File: config.mk
export PLATFORM = sky130hd
export DESIGN_NAME = ultrasonic_ranger_median3
export DESIGN_NICKNAME = d
export VERILOG_FILES = /design/src/rtl/ur3_pkg.sv /design/src/rtl/ultrasonic_ranger_median3.sv /design/src/rtl/ur3_timing.sv /design/src/rtl/ur3_filter.sv
export SDC_FILE = /design/constraint.sdc
export NUM_CORES = 1
export LEC_CHECK = 0
export ABC_CLOCK_PERIOD_IN_PS = 13600
export BUFFER_PORTS_ARGS = -buffer_cell sky130_fd_sc_hd__buf_2
export CAP_MARGIN = 20
export CORE_MARGIN = 3
export CORE_UTILIZATION = 56
export DETAILED_ROUTE_END_ITERATION = 8
export PLACE_DENSITY = 0.77
export SYNTH_ARGS = -nofsm -noshare
export SYNTH_HDL_FRONTEND = slang
export SYNTH_SLANG_ARGS = --single-unit
export TNS_END_PERCENT = 1
File: constraint.sdc
create_clock -name i_clk -period 13.6 [get_ports i_clk]
set_clock_uncertainty 0.1 [all_clocks]
set_input_delay 1.36 -clock i_clk [delete_from_list [all_inputs] [get_ports i_clk]]
set_output_delay 1.36 -clock i_clk [all_outputs]
set_load 0.005 [all_outputs]
File: src/rtl/ur3_pkg.sv
// Shared types and constants for the ultrasonic ranger with median-of-three filter.
// No dependencies; used by ur3_timing, ur3_filter and ultrasonic_ranger_median3.
package ur3_pkg;

    localparam int TIME_WIDTH_DEF = 16;
    localparam int DIST_WIDTH_DEF = 14;

    localparam int CFG_WIDTH     = 16;
    localparam int CFG_IDX_WIDTH = 2;

    // register indexes of the configuration port
    typedef enum logic [CFG_IDX_WIDTH-1:0] {
        REG_TRIGGER_PERIOD = 2'd0,
        REG_ECHO_TIMEOUT   = 2'd1,
        REG_MAX_ECHO_TICKS = 2'd2
    } t_cfg_reg;

    localparam logic [CFG_WIDTH-1:0] TRIGGER_PERIOD_RST = 16'd30000;
    localparam logic [CFG_WIDTH-1:0] ECHO_TIMEOUT_RST   = 16'd30000;
    localparam logic [CFG_WIDTH-1:0] MAX_ECHO_TICKS_RST = 16'd23323;

    // trigger pulse: phase 0 idle, 1..LOW_TICKS low, then HIGH_TICKS high
    localparam int PHASE_WIDTH = 4;
    localparam int LOW_TICKS   = 2;
    localparam int HIGH_TICKS  = 10;
    localparam int PHASE_LAST  = LOW_TICKS + HIGH_TICKS;

    // ticks to sixteenths of a cm: (dur * 281) >> 10
    localparam int SCALE_MUL   = 281;
    localparam int SCALE_BITS  = 9;
    localparam int SCALE_SHIFT = 10;

    localparam int DIST_RESET = 15984;   // 999 cm

    typedef struct packed {
        logic [CFG_WIDTH-1:0] trigger_period;
        logic [CFG_WIDTH-1:0] echo_timeout;
        logic [CFG_WIDTH-1:0] max_echo_ticks;
    } t_cfg;

    typedef struct packed {
        logic drive;   // pin driven this tick
        logic level;   // driven level
        logic fall;    // falling echo edge while listening
    } t_tmg_status;

endpackage

File: src/rtl/ultrasonic_ranger_median3.sv
// Ultrasonic echo ranger top level: configuration registers, timing, filter, result register.
// Depends on ur3_pkg, ur3_timing and ur3_filter.
//
// One input item is one microsecond tick carrying the sampled echo pin level; every accepted
// tick yields exactly one result (pin drive enable, driven level, median distance in
// sixteenths of a cm, sample-accepted flag). The block takes one tick per clock cycle while
// o_stall is low; the result is registered in the cycle after the tick is accepted; the whole
// state update, including the 281/1024 scaling multiply and the median-of-three compare, is
// combinational. The result register lets a new tick be accepted while the previous result
// waits; o_stall rises only when that register is full and downstream stalls. Configuration
// writes are always ready and should be made while no tick is in flight.
module ultrasonic_ranger_median3 #(
    parameter int TIME_WIDTH = ur3_pkg::TIME_WIDTH_DEF,
    parameter int DIST_WIDTH = ur3_pkg::DIST_WIDTH_DEF
) (
    input  logic                                i_clk,
    input  logic                                i_rst_n,
    // input ticks
    input  logic                                i_valid,
    output logic                                o_stall,
    input  logic                                i_echo_level,
    // results
    output logic                                o_valid,
    input  logic                                i_stall,
    output logic                                o_drive_enable,
    output logic                                o_trigger_level,
    output logic [DIST_WIDTH-1:0]               o_median_distance,
    output logic                                o_sample_accepted,
    // configuration writes
    input  logic                                i_cfg_valid,
    output logic                                o_cfg_ready,
    input  logic [ur3_pkg::CFG_IDX_WIDTH-1:0]   i_cfg_index,
    input  logic [ur3_pkg::CFG_WIDTH-1:0]       i_cfg_data
);

    ur3_pkg::t_cfg         r_cfg;
    ur3_pkg::t_tmg_status  tmg_status;
    logic [TIME_WIDTH-1:0] duration;
    logic [DIST_WIDTH-1:0] median;
    logic                  accepted;
    logic                  advance;

    logic                  r_valid, n_valid;
    logic                  r_drive, r_level, r_accepted;
    logic [DIST_WIDTH-1:0] r_median;

    assign o_stall     = r_valid && i_stall;
    assign advance     = i_valid && !o_stall;
    assign o_cfg_ready = 1'b1;

    always_ff @(posedge i_clk) begin
        if (!i_rst_n) begin
            r_cfg.trigger_period <= ur3_pkg::TRIGGER_PERIOD_RST;
            r_cfg.echo_timeout   <= ur3_pkg::ECHO_TIMEOUT_RST;
            r_cfg.max_echo_ticks <= ur3_pkg::MAX_ECHO_TICKS_RST;
        end else if (i_cfg_valid && o_cfg_ready) begin
            case (i_cfg_index)
                ur3_pkg::REG_TRIGGER_PERIOD: r_cfg.trigger_period <= i_cfg_data;
                ur3_pkg::REG_ECHO_TIMEOUT:   r_cfg.echo_timeout   <= i_cfg_data;
                ur3_pkg::REG_MAX_ECHO_TICKS: r_cfg.max_echo_ticks <= i_cfg_data;
                default: ;
            endcase
        end
    end

    ur3_timing #(
        .TIME_WIDTH (TIME_WIDTH)
    ) u_timing (
        .i_clk      (i_clk),
        .i_rst_n    (i_rst_n),
        .i_advance  (advance),
        .i_echo     (i_echo_level),
        .i_cfg      (r_cfg),
        .o_status   (tmg_status),
        .o_duration (duration)
    );

    ur3_filter #(
        .TIME_WIDTH (TIME_WIDTH),
        .DIST_WIDTH (DIST_WIDTH)
    ) u_filter (
        .i_clk            (i_clk),
        .i_rst_n          (i_rst_n),
        .i_advance        (advance),
        .i_fall           (tmg_status.fall),
        .i_duration       (duration),
        .i_max_echo_ticks (r_cfg.max_echo_ticks),
        .o_median         (median),
        .o_accepted       (accepted)
    );

    always_comb begin
        if (advance) begin
            n_valid = 1'b1;
        end else begin
            n_valid = r_valid && i_stall;
        end
    end

    always_ff @(posedge i_clk) begin
        if (!i_rst_n) begin
            r_valid <= 1'b0;
        end else begin
            r_valid <= n_valid;
        end
    end

    always_ff @(posedge i_clk) begin
        if (advance) begin
            r_drive    <= tmg_status.drive;
            r_level    <= tmg_status.level;
            r_median   <= median;
            r_accepted <= accepted;
        end
    end

    assign o_valid           = r_valid;
    assign o_drive_enable    = r_drive;
    assign o_trigger_level   = r_level;
    assign o_median_distance = r_median;
    assign o_sample_accepted = r_accepted;

    a_level_drive: assert property (@(posedge i_clk) disable iff (!i_rst_n)
        (r_valid && r_level) |-> r_drive)
        else $error("trigger level high without drive enable");

    a_load_valid: assert property (@(posedge i_clk) disable iff (!i_rst_n)
        advance |=> r_valid)
        else $error("accepted tick produced no result");

    a_hold_stalled: assert property (@(posedge i_clk) disable iff (!i_rst_n)
        (r_valid && i_stall) |=>
            (r_valid && $stable({r_drive, r_level, r_median, r_accepted})))
        else $error("stalled result changed");

endmodule

File: src/rtl/ur3_timing.sv
// Trigger pulse generator, period counter and echo edge timing.
// Depends on ur3_pkg.
module ur3_timing #(
    parameter int TIME_WIDTH = ur3_pkg::TIME_WIDTH_DEF
) (
    input  logic                     i_clk,
    input  logic                     i_rst_n,
    input  logic                     i_advance,
    input  logic                     i_echo,
    input  ur3_pkg::t_cfg            i_cfg,
    output ur3_pkg::t_tmg_status     o_status,
    output logic [TIME_WIDTH-1:0]    o_duration
);

    localparam int CW = (TIME_WIDTH > ur3_pkg::CFG_WIDTH) ? TIME_WIDTH : ur3_pkg::CFG_WIDTH;
    localparam int PW = ur3_pkg::PHASE_WIDTH;
    localparam logic [PW-1:0] PH_IDLE  = PW'(0);
    localparam logic [PW-1:0] PH_FIRST = PW'(1);
    localparam logic [PW-1:0] PH_LOW   = PW'(ur3_pkg::LOW_TICKS);
    localparam logic [PW-1:0] PH_LAST  = PW'(ur3_pkg::PHASE_LAST);

    logic [TIME_WIDTH-1:0] r_period_count, n_period_count;
    logic [TIME_WIDTH-1:0] r_since_rise,   n_since_rise;
    logic [PW-1:0]         r_phase,        n_phase;
    logic                  r_measuring,    n_measuring;
    logic                  r_listening,    n_listening;
    logic                  r_prev_echo;

    logic                  rise, fall;
    logic                  meas_a, listen_b;
    logic [TIME_WIDTH-1:0] pc_inc;
    logic                  hit, attempt, timed_out, fire, active;
    logic [PW-1:0]         phase_a;

    always_comb begin
        rise = r_listening && i_echo && !r_prev_echo;
        fall = r_listening && !i_echo && r_prev_echo;

        if (rise) begin
            n_since_rise = '0;
        end else if (r_since_rise == '1) begin
            n_since_rise = r_since_rise;
        end else begin
            n_since_rise = r_since_rise + 1'b1;
        end
        meas_a = r_measuring && !fall;

        pc_inc = (r_period_count == '1) ? r_period_count : r_period_count + 1'b1;
        hit    = CW'(pc_inc) >= CW'(i_cfg.trigger_period);
        n_period_count = hit ? '0 : pc_inc;

        // attempt only from idle; a running measurement blocks it until timeout
        attempt   = hit && (r_phase == PH_IDLE);
        timed_out = CW'(n_since_rise) > CW'(i_cfg.echo_timeout);
        fire      = attempt && (!meas_a || timed_out);
        listen_b  = r_listening && !fire;
        phase_a   = fire ? PH_FIRST : r_phase;

        active = (phase_a >= PH_FIRST) && (phase_a <= PH_LAST);
        n_measuring = meas_a && !(attempt && timed_out);
        n_listening = listen_b;
        if (active && phase_a == PH_LAST) begin
            n_phase     = PH_IDLE;
            n_measuring = 1'b1;
            n_listening = 1'b1;
        end else if (active) begin
            n_phase = phase_a + 1'b1;
        end else begin
            n_phase = PH_IDLE;
        end

        o_status.drive = active;
        o_status.level = active && (phase_a > PH_LOW);
        o_status.fall  = fall;
        o_duration     = n_since_rise;
    end

    always_ff @(posedge i_clk) begin
        if (!i_rst_n) begin
            r_period_count <= '0;
            r_since_rise   <= '1;
            r_phase        <= PH_IDLE;
            r_measuring    <= 1'b0;
            r_listening    <= 1'b0;
            r_prev_echo    <= 1'b0;
        end else if (i_advance) begin
            r_period_count <= n_period_count;
            r_since_rise   <= n_since_rise;
            r_phase        <= n_phase;
            r_measuring    <= n_measuring;
            r_listening    <= n_listening;
            r_prev_echo    <= i_echo;
        end
    end

    a_phase_range: assert property (@(posedge i_clk) disable iff (!i_rst_n)
        r_phase <= PH_LAST)
        else $error("trigger phase beyond last high tick");

    a_listen_idle: assert property (@(posedge i_clk) disable iff (!i_rst_n)
        !(r_listening && r_phase != PH_IDLE))
        else $error("listening while trigger pulse runs");

    a_meas_listen: assert property (@(posedge i_clk) disable iff (!i_rst_n)
        r_measuring |-> r_listening)
        else $error("measurement running without listening");

endmodule

File: src/rtl/ur3_filter.sv
// Echo duration to distance scaling, three-sample store and median select.
// Depends on ur3_pkg.
module ur3_filter #(
    parameter int TIME_WIDTH = ur3_pkg::TIME_WIDTH_DEF,
    parameter int DIST_WIDTH = ur3_pkg::DIST_WIDTH_DEF
) (
    input  logic                              i_clk,
    input  logic                              i_rst_n,
    input  logic                              i_advance,
    input  logic                              i_fall,
    input  logic [TIME_WIDTH-1:0]             i_duration,
    input  logic [ur3_pkg::CFG_WIDTH-1:0]     i_max_echo_ticks,
    output logic [DIST_WIDTH-1:0]             o_median,
    output logic                              o_accepted
);

    localparam int CW = (TIME_WIDTH > ur3_pkg::CFG_WIDTH) ? TIME_WIDTH : ur3_pkg::CFG_WIDTH;
    localparam int MW = TIME_WIDTH + ur3_pkg::SCALE_BITS;
    localparam int QW = MW - ur3_pkg::SCALE_SHIFT;
    localparam int EW = (QW > DIST_WIDTH) ? QW : DIST_WIDTH;
    localparam logic [DIST_WIDTH-1:0] DIST_MAX = '1;
    localparam logic [DIST_WIDTH-1:0] DIST_RST = DIST_WIDTH'(ur3_pkg::DIST_RESET);

    logic [DIST_WIDTH-1:0] r_store [3];
    logic [DIST_WIDTH-1:0] n_store [3];
    logic [1:0]            r_slot, n_slot, slot;

    logic                  in_range;
    logic [MW-1:0]         prod;
    logic [EW-1:0]         q_ext;
    logic [DIST_WIDTH-1:0] scaled_dist;

    function automatic logic [DIST_WIDTH-1:0] med3(
        input logic [DIST_WIDTH-1:0] a,
        input logic [DIST_WIDTH-1:0] b,
        input logic [DIST_WIDTH-1:0] c
    );
        logic [DIST_WIDTH-1:0] lo, hi, m;
        lo = (a < b) ? a : b;
        hi = (a > b) ? a : b;
        m  = (hi < c) ? hi : c;
        return (lo > m) ? lo : m;
    endfunction

    always_comb begin
        in_range = i_fall && (i_duration != '0)
                   && (CW'(i_duration) <= CW'(i_max_echo_ticks));
        prod  = MW'(i_duration) * MW'(ur3_pkg::SCALE_MUL);
        q_ext = EW'(prod[MW-1:ur3_pkg::SCALE_SHIFT]);
        scaled_dist = (q_ext > EW'(DIST_MAX)) ? DIST_MAX : q_ext[DIST_WIDTH-1:0];

        slot = (r_slot > 2'd2) ? 2'd0 : r_slot;
        n_store = r_store;
        n_slot  = r_slot;
        if (in_range) begin
            n_store[slot] = scaled_dist;
            n_slot = (slot == 2'd2) ? 2'd0 : slot + 2'd1;
        end

        // median follows this tick's store update
        o_median   = med3(n_store[0], n_store[1], n_store[2]);
        o_accepted = in_range;
    end

    always_ff @(posedge i_clk) begin
        if (!i_rst_n) begin
            r_store[0] <= DIST_RST;
            r_store[1] <= DIST_RST;
            r_store[2] <= DIST_RST;
            r_slot     <= 2'd0;
        end else if (i_advance) begin
            r_store <= n_store;
            r_slot  <= n_slot;
        end
    end

    a_slot_range: assert property (@(posedge i_clk) disable iff (!i_rst_n)
        r_slot <= 2'd2)
        else $error("write slot out of range");

    a_slot_moves: assert property (@(posedge i_clk) disable iff (!i_rst_n)
        (i_advance && o_accepted) |=> (r_slot != $past(r_slot)))
        else $error("accepted sample did not advance write slot");

    a_slot_holds: assert property (@(posedge i_clk) disable iff (!i_rst_n)
        (i_advance && !o_accepted) |=> (r_slot == $past(r_slot)))
        else $error("write slot moved without an accepted sample");

endmodule
### After elaboration in Yosys (flattened, before gate mapping)

Index checks and enable logic that the tools add are counted.

| storage, ports and cells | value |
|---|---|
| flip-flop bits (word level) | 149 |
| input port bits | 24 |
| output and inout bits | 20 |
| logic and storage cells | 98 |

| cells by class | value |
|---|---|
| add/sub/neg operators | 4 |
| multipliers | 1 |
| magnitude comparators | 14 |
| equality and inequality tests | 6 |
| mux-type cells | 21 |
| bitwise operators | 1 |
| reduce and logical (&&, ||, !) cells | 33 |

Operators by type and width:

| cell | number |
|---|---|
| $mux 14 | 6 |
| $mux 16 | 4 |
| $bwmux 42 | 1 |
| $mux 42 | 1 |
| $add 16x1->16 const B | 2 |
| $eq 16x16->1 const B | 2 |
| $demux 14 s2 | 1 |
| $gt 14x14->1 | 2 |
| $lt 14x14->1 | 2 |
| $mul 16x9->25 const B | 1 |
| $logic_and 1x1->1 | 18 |
| $ge 16x16->1 | 1 |
| $gt 16x16->1 | 1 |
| $le 16x16->1 | 1 |
| $reduce_bool 16->1 | 1 |
| $gt 15x14->1 const B | 1 |
| $mux 4 | 3 |
| $reduce_and 2->1 | 4 |
| $logic_not 1->1 | 7 |
| $add 4x1->4 const B | 1 |
| $eq 2x2->1 const B | 2 |
| $eq 4x4->1 const B | 1 |
| $ge 4x1->1 const B | 1 |
| $gt 4x2->1 const B | 1 |
| 12 further kinds | 15 |

### Longest topological paths before layout

Gate-level depths: netlist of run 1.

| depth | value |
|---|---|
| depth after elaboration | 15 |
| gate-level depth with buffers | 61 |
| gate-level depth less buffers | 58 |

### Cells and area by module

From an unflattened synthesis of run 1, not the netlist that was laid out.

| unflattened totals | value |
|---|---|
| cells, all modules | 1552 |
| area total of the unflattened synthesis | 12848.6 um^2 |

Modules (own cells, without submodules):

| module | times used | cells an instance | area each (um^2) | sequential area each (um^2) |
|---|---|---|---|---|
| ur3_filter | 1 | 910 | 7081.8 | 880.8 |
| ur3_timing | 1 | 431 | 3273.1 | 780.7 |
| ultrasonic_ranger_median3 | 1 | 211 | 2493.6 | 1491.4 |

### Worst setup path after synthesis of run 1

OpenSTA, ideal clock, no wires.

| timing path | value |
|---|---|
| path kind | input to register |
| from | in i_echo_level |
| to | reg r_median[11] (netlist: o_median_distance[11]) (data pin) |
| arrival time | 11.722 ns |
| path slack | 1.620 ns |
| cell stages on the path | 53 |
| buffers on the path | 7 |
| path through | and3b_1 clkbuf_1 or3_1 buf_4 ha_1 ha_1 fa_1 inv_1 fa_1 inv_1 ha_1 clkbuf_1 a21o_1 a21o_1 a211oi_1 a2bb2oi_1 clkbuf_1 nand2_1 [17 not listed] a21oi_1 nor2_1 clkbuf_1 nor2_1 a22oi_1 ha_1 a21o_1 a21oi_1 nor2b_1 o21ai_0 nand2b_1 a21oi_1 nor2b_1 o21ai_0 a21o_1 clkbuf_1 nor2_1 a211oi_2 |

RTL lines:

| item | line | text |
|---|---|---|
| start, declared | ultrasonic_ranger_median3.sv:21 | `input logic i_echo_level,` |
| end signal, assigned | ultrasonic_ranger_median3.sv:112 | `r_median <= median;` |
| end, declared | ultrasonic_ranger_median3.sv:45 | `logic [DIST_WIDTH-1:0] r_median;` |

==> run metrics, run 1 <==
htree depth 4; RSZ-0062 raised after global routing no; Chip Width 155 um; first-pass GRT wire length 50900 um; Max transition margin 40.5%; cells after synthesis 1508; die area 23900 um^2; number of port buffers 42; static leakage 6.11 nW; CTS clock-pin slew for the worst setup and hold paths 0.07 ns; Worst Path Buf+Inv 8; Worst Hold Class reg2reg; area occupied by multi-input gates 8390 um^2; Power Dens Cells 246 nW/um^2; Final Cycle Share 93.9%; CTS Hold Bufs 0; per-cell routed wire length 17.3 um; antenna violations before repair 1; crit path kind reg2reg; Yosys top cell area share 21.4%; outcome finished, final reports clean; TritonCTS buffer count 17; cell family with most CP delay compound AO/OA/AOI/OAI gates; Initial DRT Pass Iterations 8; main flop type after synthesis dfxtp_1; syn_area_per_cell 8.20 um^2; clock root buffer master clkbuf_16; # DRC 0; Area Overhead vs Synth 8.36%; area of the core 21400 um^2; GRT Resource Usage Total 25.9%; post-route setup TNS 0 ns; grt total ovfl 0; placed cells 1774; hold_ws 0.368 ns; most frequent CP cell ha_1; Crit path required time 13.69 ns; total power draw 3.29 mW; pre-CTS setup slack 0.508 ns; Highest Clock Rate 0.0783 GHz; Startpoint Class register; Core Util, Final 62.7%; sequential area share after synthesis 25.5%; vias in the first global route 10000; dpl cell area 12800 um^2; Async SR Flop Fraction 0%; DR iter-0 viols 831; Post-Syn Nets 1713; number of diodes 0; most area-hungry cell type in the Yosys netlist dfxtp_1; Row Count 53; DR vias/cell 5.98; Final Hold Fails 0; final setup vio count 0; Synth Register Bits 149; Nets 1723; Critical Path Sink Type register; Worst-Margin Slew 0.891 ns; CP max stage delay 0.52 ns; GPL Wtd Cong 0.932; synth top area cells dfxtp_1 (21%), ha_1 (16%), nand2_1 (6.7%); Post-DRT Antenna Nets 0; post-DP HPWL 23600 um; Pins Over Slew Limit 0; worst setup margin 0.824 ns; Design Area, Final 13400 um^2; Fillers 1814; CP max FO 21; Yosys cell types 87; fin cells 1806; synth warn 0; Post-synth EDFFs 17; DIE HEIGHT 155 um; CP max stage cell fa_1; CTS sink count 149; peak supply drop 0.269 mV; Synth Cell Area 12400 um^2; Register Area 3150 um^2; CTS tree done; CTS Buffer Depth 2; Skew-Pair Late Insertion Delay 0.44 ns; largest net degree at the start of global routing 85; layout cells sized above 1 9.67%; I/O Pins 44; max cap viols 0; final wirelength 31300 um; arrival time at the worst endpoint 12.86 ns; post-CTS setup buffers 0; vias 10800; Initial Utilization 57.9%; fin crit period 12.78 ns
[per-layer routing]
layer	wire [um]	up-vias	track usage (%)
met4	520	2	6.73
li1	-	5354	-
met1	14300	5018	36.1
met3	1990	42	4.42
met2	14400	386	41.8
met5	11	-	0
[flip-flops by register name, summed over array words and instances, names as in the netlist]
| register | count |
|---|---|
| o_sample_accepted | 1 |
| r_cfg | 48 |
| u_timing.r_since_rise | 16 |
| u_timing.r_period_count | 16 |
| u_timing.r_measuring | 1 |
| u_timing.r_prev_echo | 1 |
| u_timing.r_phase | 4 |
| u_filter.r_store | 42 |
| u_filter.r_slot | 2 |
| u_timing.r_listening | 1 |
| o_drive_enable | 1 |
| o_valid | 1 |
| o_trigger_level | 1 |
| o_median_distance | 14 |
[where the power goes]
part / total (mW) / switching, mW / leakage, nW / internal, mW
Combinational: 2.31 / 1.47 / 4.58 / 0.843
Sequential: 0.510 / 0.0185 / 1.24 / 0.492
Clock: 0.472 / 0.227 / 0.286 / 0.246
[Yosys cell counts, types with 4 or more instances]
library cell,n
a211o_1,4
a211oi_1,10
a21boi_0,34
a21o_1,28
a21oi_1,76
a22oi_1,22
a31oi_1,9
and2_1,23
and3_1,17
and4_1,8
buf_2,5
buf_6,4
clkbuf_1,58
dfxtp_1,132
edfxtp_1,17
fa_1,22
ha_1,159
inv_1,143
mux2_2,7
mux2i_1,42
nand2_1,220
nand2b_1,9
nand3_1,25
nand3b_1,4
nand4_1,26
nor2_1,68
nor2b_1,26
nor3_1,16
nor4_1,9
o211ai_1,67
o21a_1,19
o21ai_0,54
o21bai_1,4
o221ai_1,4
o22ai_1,5
o2bb2ai_1,9
or2_2,9
or3_1,5
xnor2_1,26
xor2_1,13
[cell usage in the layout (no fill, tap or decap), types with 19 or more instances in the layout]
master / count
nand2_1: 219
ha_1: 158
inv_1: 142
dfxtp_1: 131
a21oi_1: 74
o211ai_1: 67
nor2_1: 67
o21ai_0: 53
mux2i_1: 42
buf_2: 41
a21boi_0: 34
a21o_1: 28
nand4_1: 26
xnor2_1: 26
nand3_1: 25
nor2b_1: 25
and2_1: 23
a22oi_1: 22
fa_1: 22
buf_4: 20
o21a_1: 19
[worst reg2reg max path: cells and delay by family, from the launching register on]
| family | cells | cell delay [ns] |
|---|---|---|
| AOI/OAI and AO/OA | 24 | 4.99 |
| buffers and inverters | 8 | 1.38 |
| adders and majority gates | 9 | 3.14 |
| DFF | 1 | 0.44 |
| muxes | 1 | 0.27 |
| and+or+nand+nor | 12 | 1.90 |
| xor gates and xnor gates | 2 | 0.30 |
[final timing paths]
kind                            startpoint  cells past startpoint              endpoint  slack [ns]
hold reg to reg                  r_cfg[13]                      2             r_cfg[13]        0.37
hold / removal                   r_cfg[13]                      2             r_cfg[13]        0.37
setup / recovery  u_timing.r_since_rise[0]                     56  o_median_distance[4]        0.82
setup reg to reg  u_timing.r_since_rise[0]                     56  o_median_distance[4]        0.82
[cell families after synthesis]
family	Yosys count	share of synthesized area, %
AO/OA/AOI/OAI	386	21.8
AND/OR/NAND/NOR	483	18.9
adder cells (fa/ha/maj)	183	19.8
buffers and inverters	217	7.08
XOR/XNOR	39	2.76
flip-flops	149	25.5
other	1	0.0303
multiplexers	50	4.16
[area by class of cell]
cell class                      count  share of cell area [%]
Multi-Input combinational cell   1142                    62.6
Sequential cell                   149                    23.5
Inverter                          146                    4.18
Clock buffer                       17                    3.18
Timing Repair Buffer               62                    2.74
Tap cell                          275                    2.57
Clock inverter                     15                    1.20
[repair_timing]
item                                    4_1_cts  5_1_grt
resized for setup                             0       12
endpoints found under the setup margin        0       14
endpoints found under the hold margin         0        0
Note: power is estimated with default switching activity, not from simulation.
==> run 2: changes to the inputs <==
--- a/config.mk
+++ b/config.mk
@@ -10,8 +10,10 @@
 export CAP_MARGIN = 20
 export CORE_MARGIN = 3
 export CORE_UTILIZATION = 56
+export CTS_CLUSTER_SIZE = 12
 export DETAILED_ROUTE_END_ITERATION = 8
 export PLACE_DENSITY = 0.77
+export REMOVE_ABC_BUFFERS = 1
 export SYNTH_ARGS = -nofsm -noshare
 export SYNTH_HDL_FRONTEND = slang
 export SYNTH_SLANG_ARGS = --single-unit
==> run 2 against run 1 <==
Non-clock buffer count shrank 5. Clock power grew 4%. Combinational power is essentially flat. Core utilization is essentially flat. Critical path depth grew 1. Sequential power is essentially flat. Via count shrank 0.93%. Highest routed layer is now met4.
==> run metrics, run 2 (synthesis gave the netlist of run 1 again) <==
outcome finished, final reports clean; Final Cycle Share 94.3%; final setup vio count 0; htree depth 4; Skew-Pair Late Insertion Delay 0.43 ns; area of the core 21400 um^2; CP max FO 16; die area 23900 um^2; Initial DRT Pass Iterations 5; most frequent CP cell a21oi_1; TritonCTS buffer count 17; peak supply drop 0.172 mV; vias in the first global route 10400; most frequent cells in the layout nand2_1 (219), ha_1 (158), inv_1 (142), dfxtp_1 (131), a21oi_1 (76); DR vias/cell 5.94; Pins Over Slew Limit 0; clock root buffer master clkbuf_16; Initial Utilization 57.9%; GPL Wtd Cong 0.904; max reg flops 48; DIE HEIGHT 155 um; layout cells sized above 1 9.50%; CP max stage cell fa_1; commonest non-fill, non-tap cell in the layout nand2_1; CTS sink count 149; DR iter-0 viols 703; CTS tree done; number of port buffers 42; Startpoint Class register; Post-DRT Antenna Nets 0; Final Hold Fails 0; pre-CTS setup slack 0.107 ns; Crit path required time 13.68 ns; crit path kind reg2reg; total power draw 3.28 mW; largest net degree at the start of global routing 87; CP max stage delay 0.54 ns; Nets 1718; Area Overhead vs Synth 8.29%; Max transition margin 39.0%; CTS Buffer Depth 2; Critical Path Sink Type register; antenna violations before repair 0; per-cell routed wire length 17.1 um; Worst Hold Class reg2reg; Worst-Margin Slew 0.913 ns; final wirelength 30800 um; Power Dens Cells 245 nW/um^2; # DRC 0; GRT Resource Usage Total 26.2%; I/O Pins 44; Chip Width 155 um; biggest regs r_cfg: 48 flops, u_filter.r_store: 42 flops; vias 10700; worst setup margin 0.779 ns; Highest Clock Rate 0.0780 GHz; Row Count 53; CTS clock-pin slew for the worst setup and hold paths 0.07 ns; fin crit period 12.82 ns; max cap viols 0; number of diodes 0; grt total ovfl 0; cell family with most CP delay compound AO/OA/AOI/OAI gates; Worst Path Buf+Inv 7; first-pass GRT wire length 51700 um; Most flops, register r_cfg; post-DP HPWL 23500 um; static leakage 6.08 nW; arrival time at the worst endpoint 12.90 ns
==> run 2: cell count changes in the layout (fill, tap and decap cells not counted), sizes merged <==
cell,previous run,this run
buf,62,57
bufinv,0,2
clkbuf,17,18
clkinv,6,5
clkinvlp,1,2
inv,154,151
==> run 2: worst reg2reg max path, delay by kind of cell (launching register included) <==
| kind | cells | cell delay, ns |
|---|---|---|
| buf+inv | 7 | 1.07 |
| mux | 1 | 0.34 |
| fa+ha+maj | 9 | 3.10 |
| simple gates | 17 | 3.11 |
| xor+xnor | 1 | 0.12 |
| compound gates | 22 | 4.32 |
| flops | 1 | 0.42 |
==> run 2: layout make-up <==
type | instances | area (um^2)
well taps | 275 | 344
repair buffers | 57 | 325
clock buffers | 18 | 439
clock inverters | 14 | 166
multi-input cells | 1142 | 8400
fillers | 1874 | 7960
flip-flops and latches | 149 | 3150
inverters | 146 | 561
==> run 2: where the power goes <==
group          internal (mW)  switching [mW]
Clock                  0.281           0.208
Sequential             0.492          0.0187
Combinational          0.845            1.43
==> run 2: final timing paths <==
| check | start | cells after the start | end | slack [ns] |
|---|---|---|---|---|
| max | u_timing.r_since_rise[0] | 57 | o_median_distance[4] | 0.78 |
| min | r_cfg[22] | 2 | r_cfg[22] | 0.36 |
| max reg2reg | u_timing.r_since_rise[0] | 57 | o_median_distance[4] | 0.78 |
| min reg2reg | r_cfg[22] | 2 | r_cfg[22] | 0.36 |
==> run 2: routing by layer <==
layer / global-route usage (%) / vias to the layer above / routed length [um]
li1: - / 5348 / -
met1: 34.4 / 5023 / 13800
met2: 44.5 / 283 / 14800
met3: 4.34 / 48 / 1590
met4: 7.49 / 0 / 610
met5: 0 / - / 0
==> run 2: metrics by stage <==
stage,setup TNS (ns),utilization (%),hold slack (ns),instance area (um^2),std cells
after floorplan,0,-,0.340,12000,1437
after global placement,0,59.6,0.351,12700,1768
after detailed placement,0,59.6,0.358,12700,1768
after CTS,0,62.4,0.368,13300,1800
after global routing,-0.0295,62.7,0.397,13400,1801
final,0,62.7,0.365,13400,1801
==> run 2: repair_timing <==
action | in CTS | in global routing
setup endpoints to repair | 0 | 14
gates resized for setup | 0 | 16
setup buffers | 0 | 1
hold buffers | 0 | 0
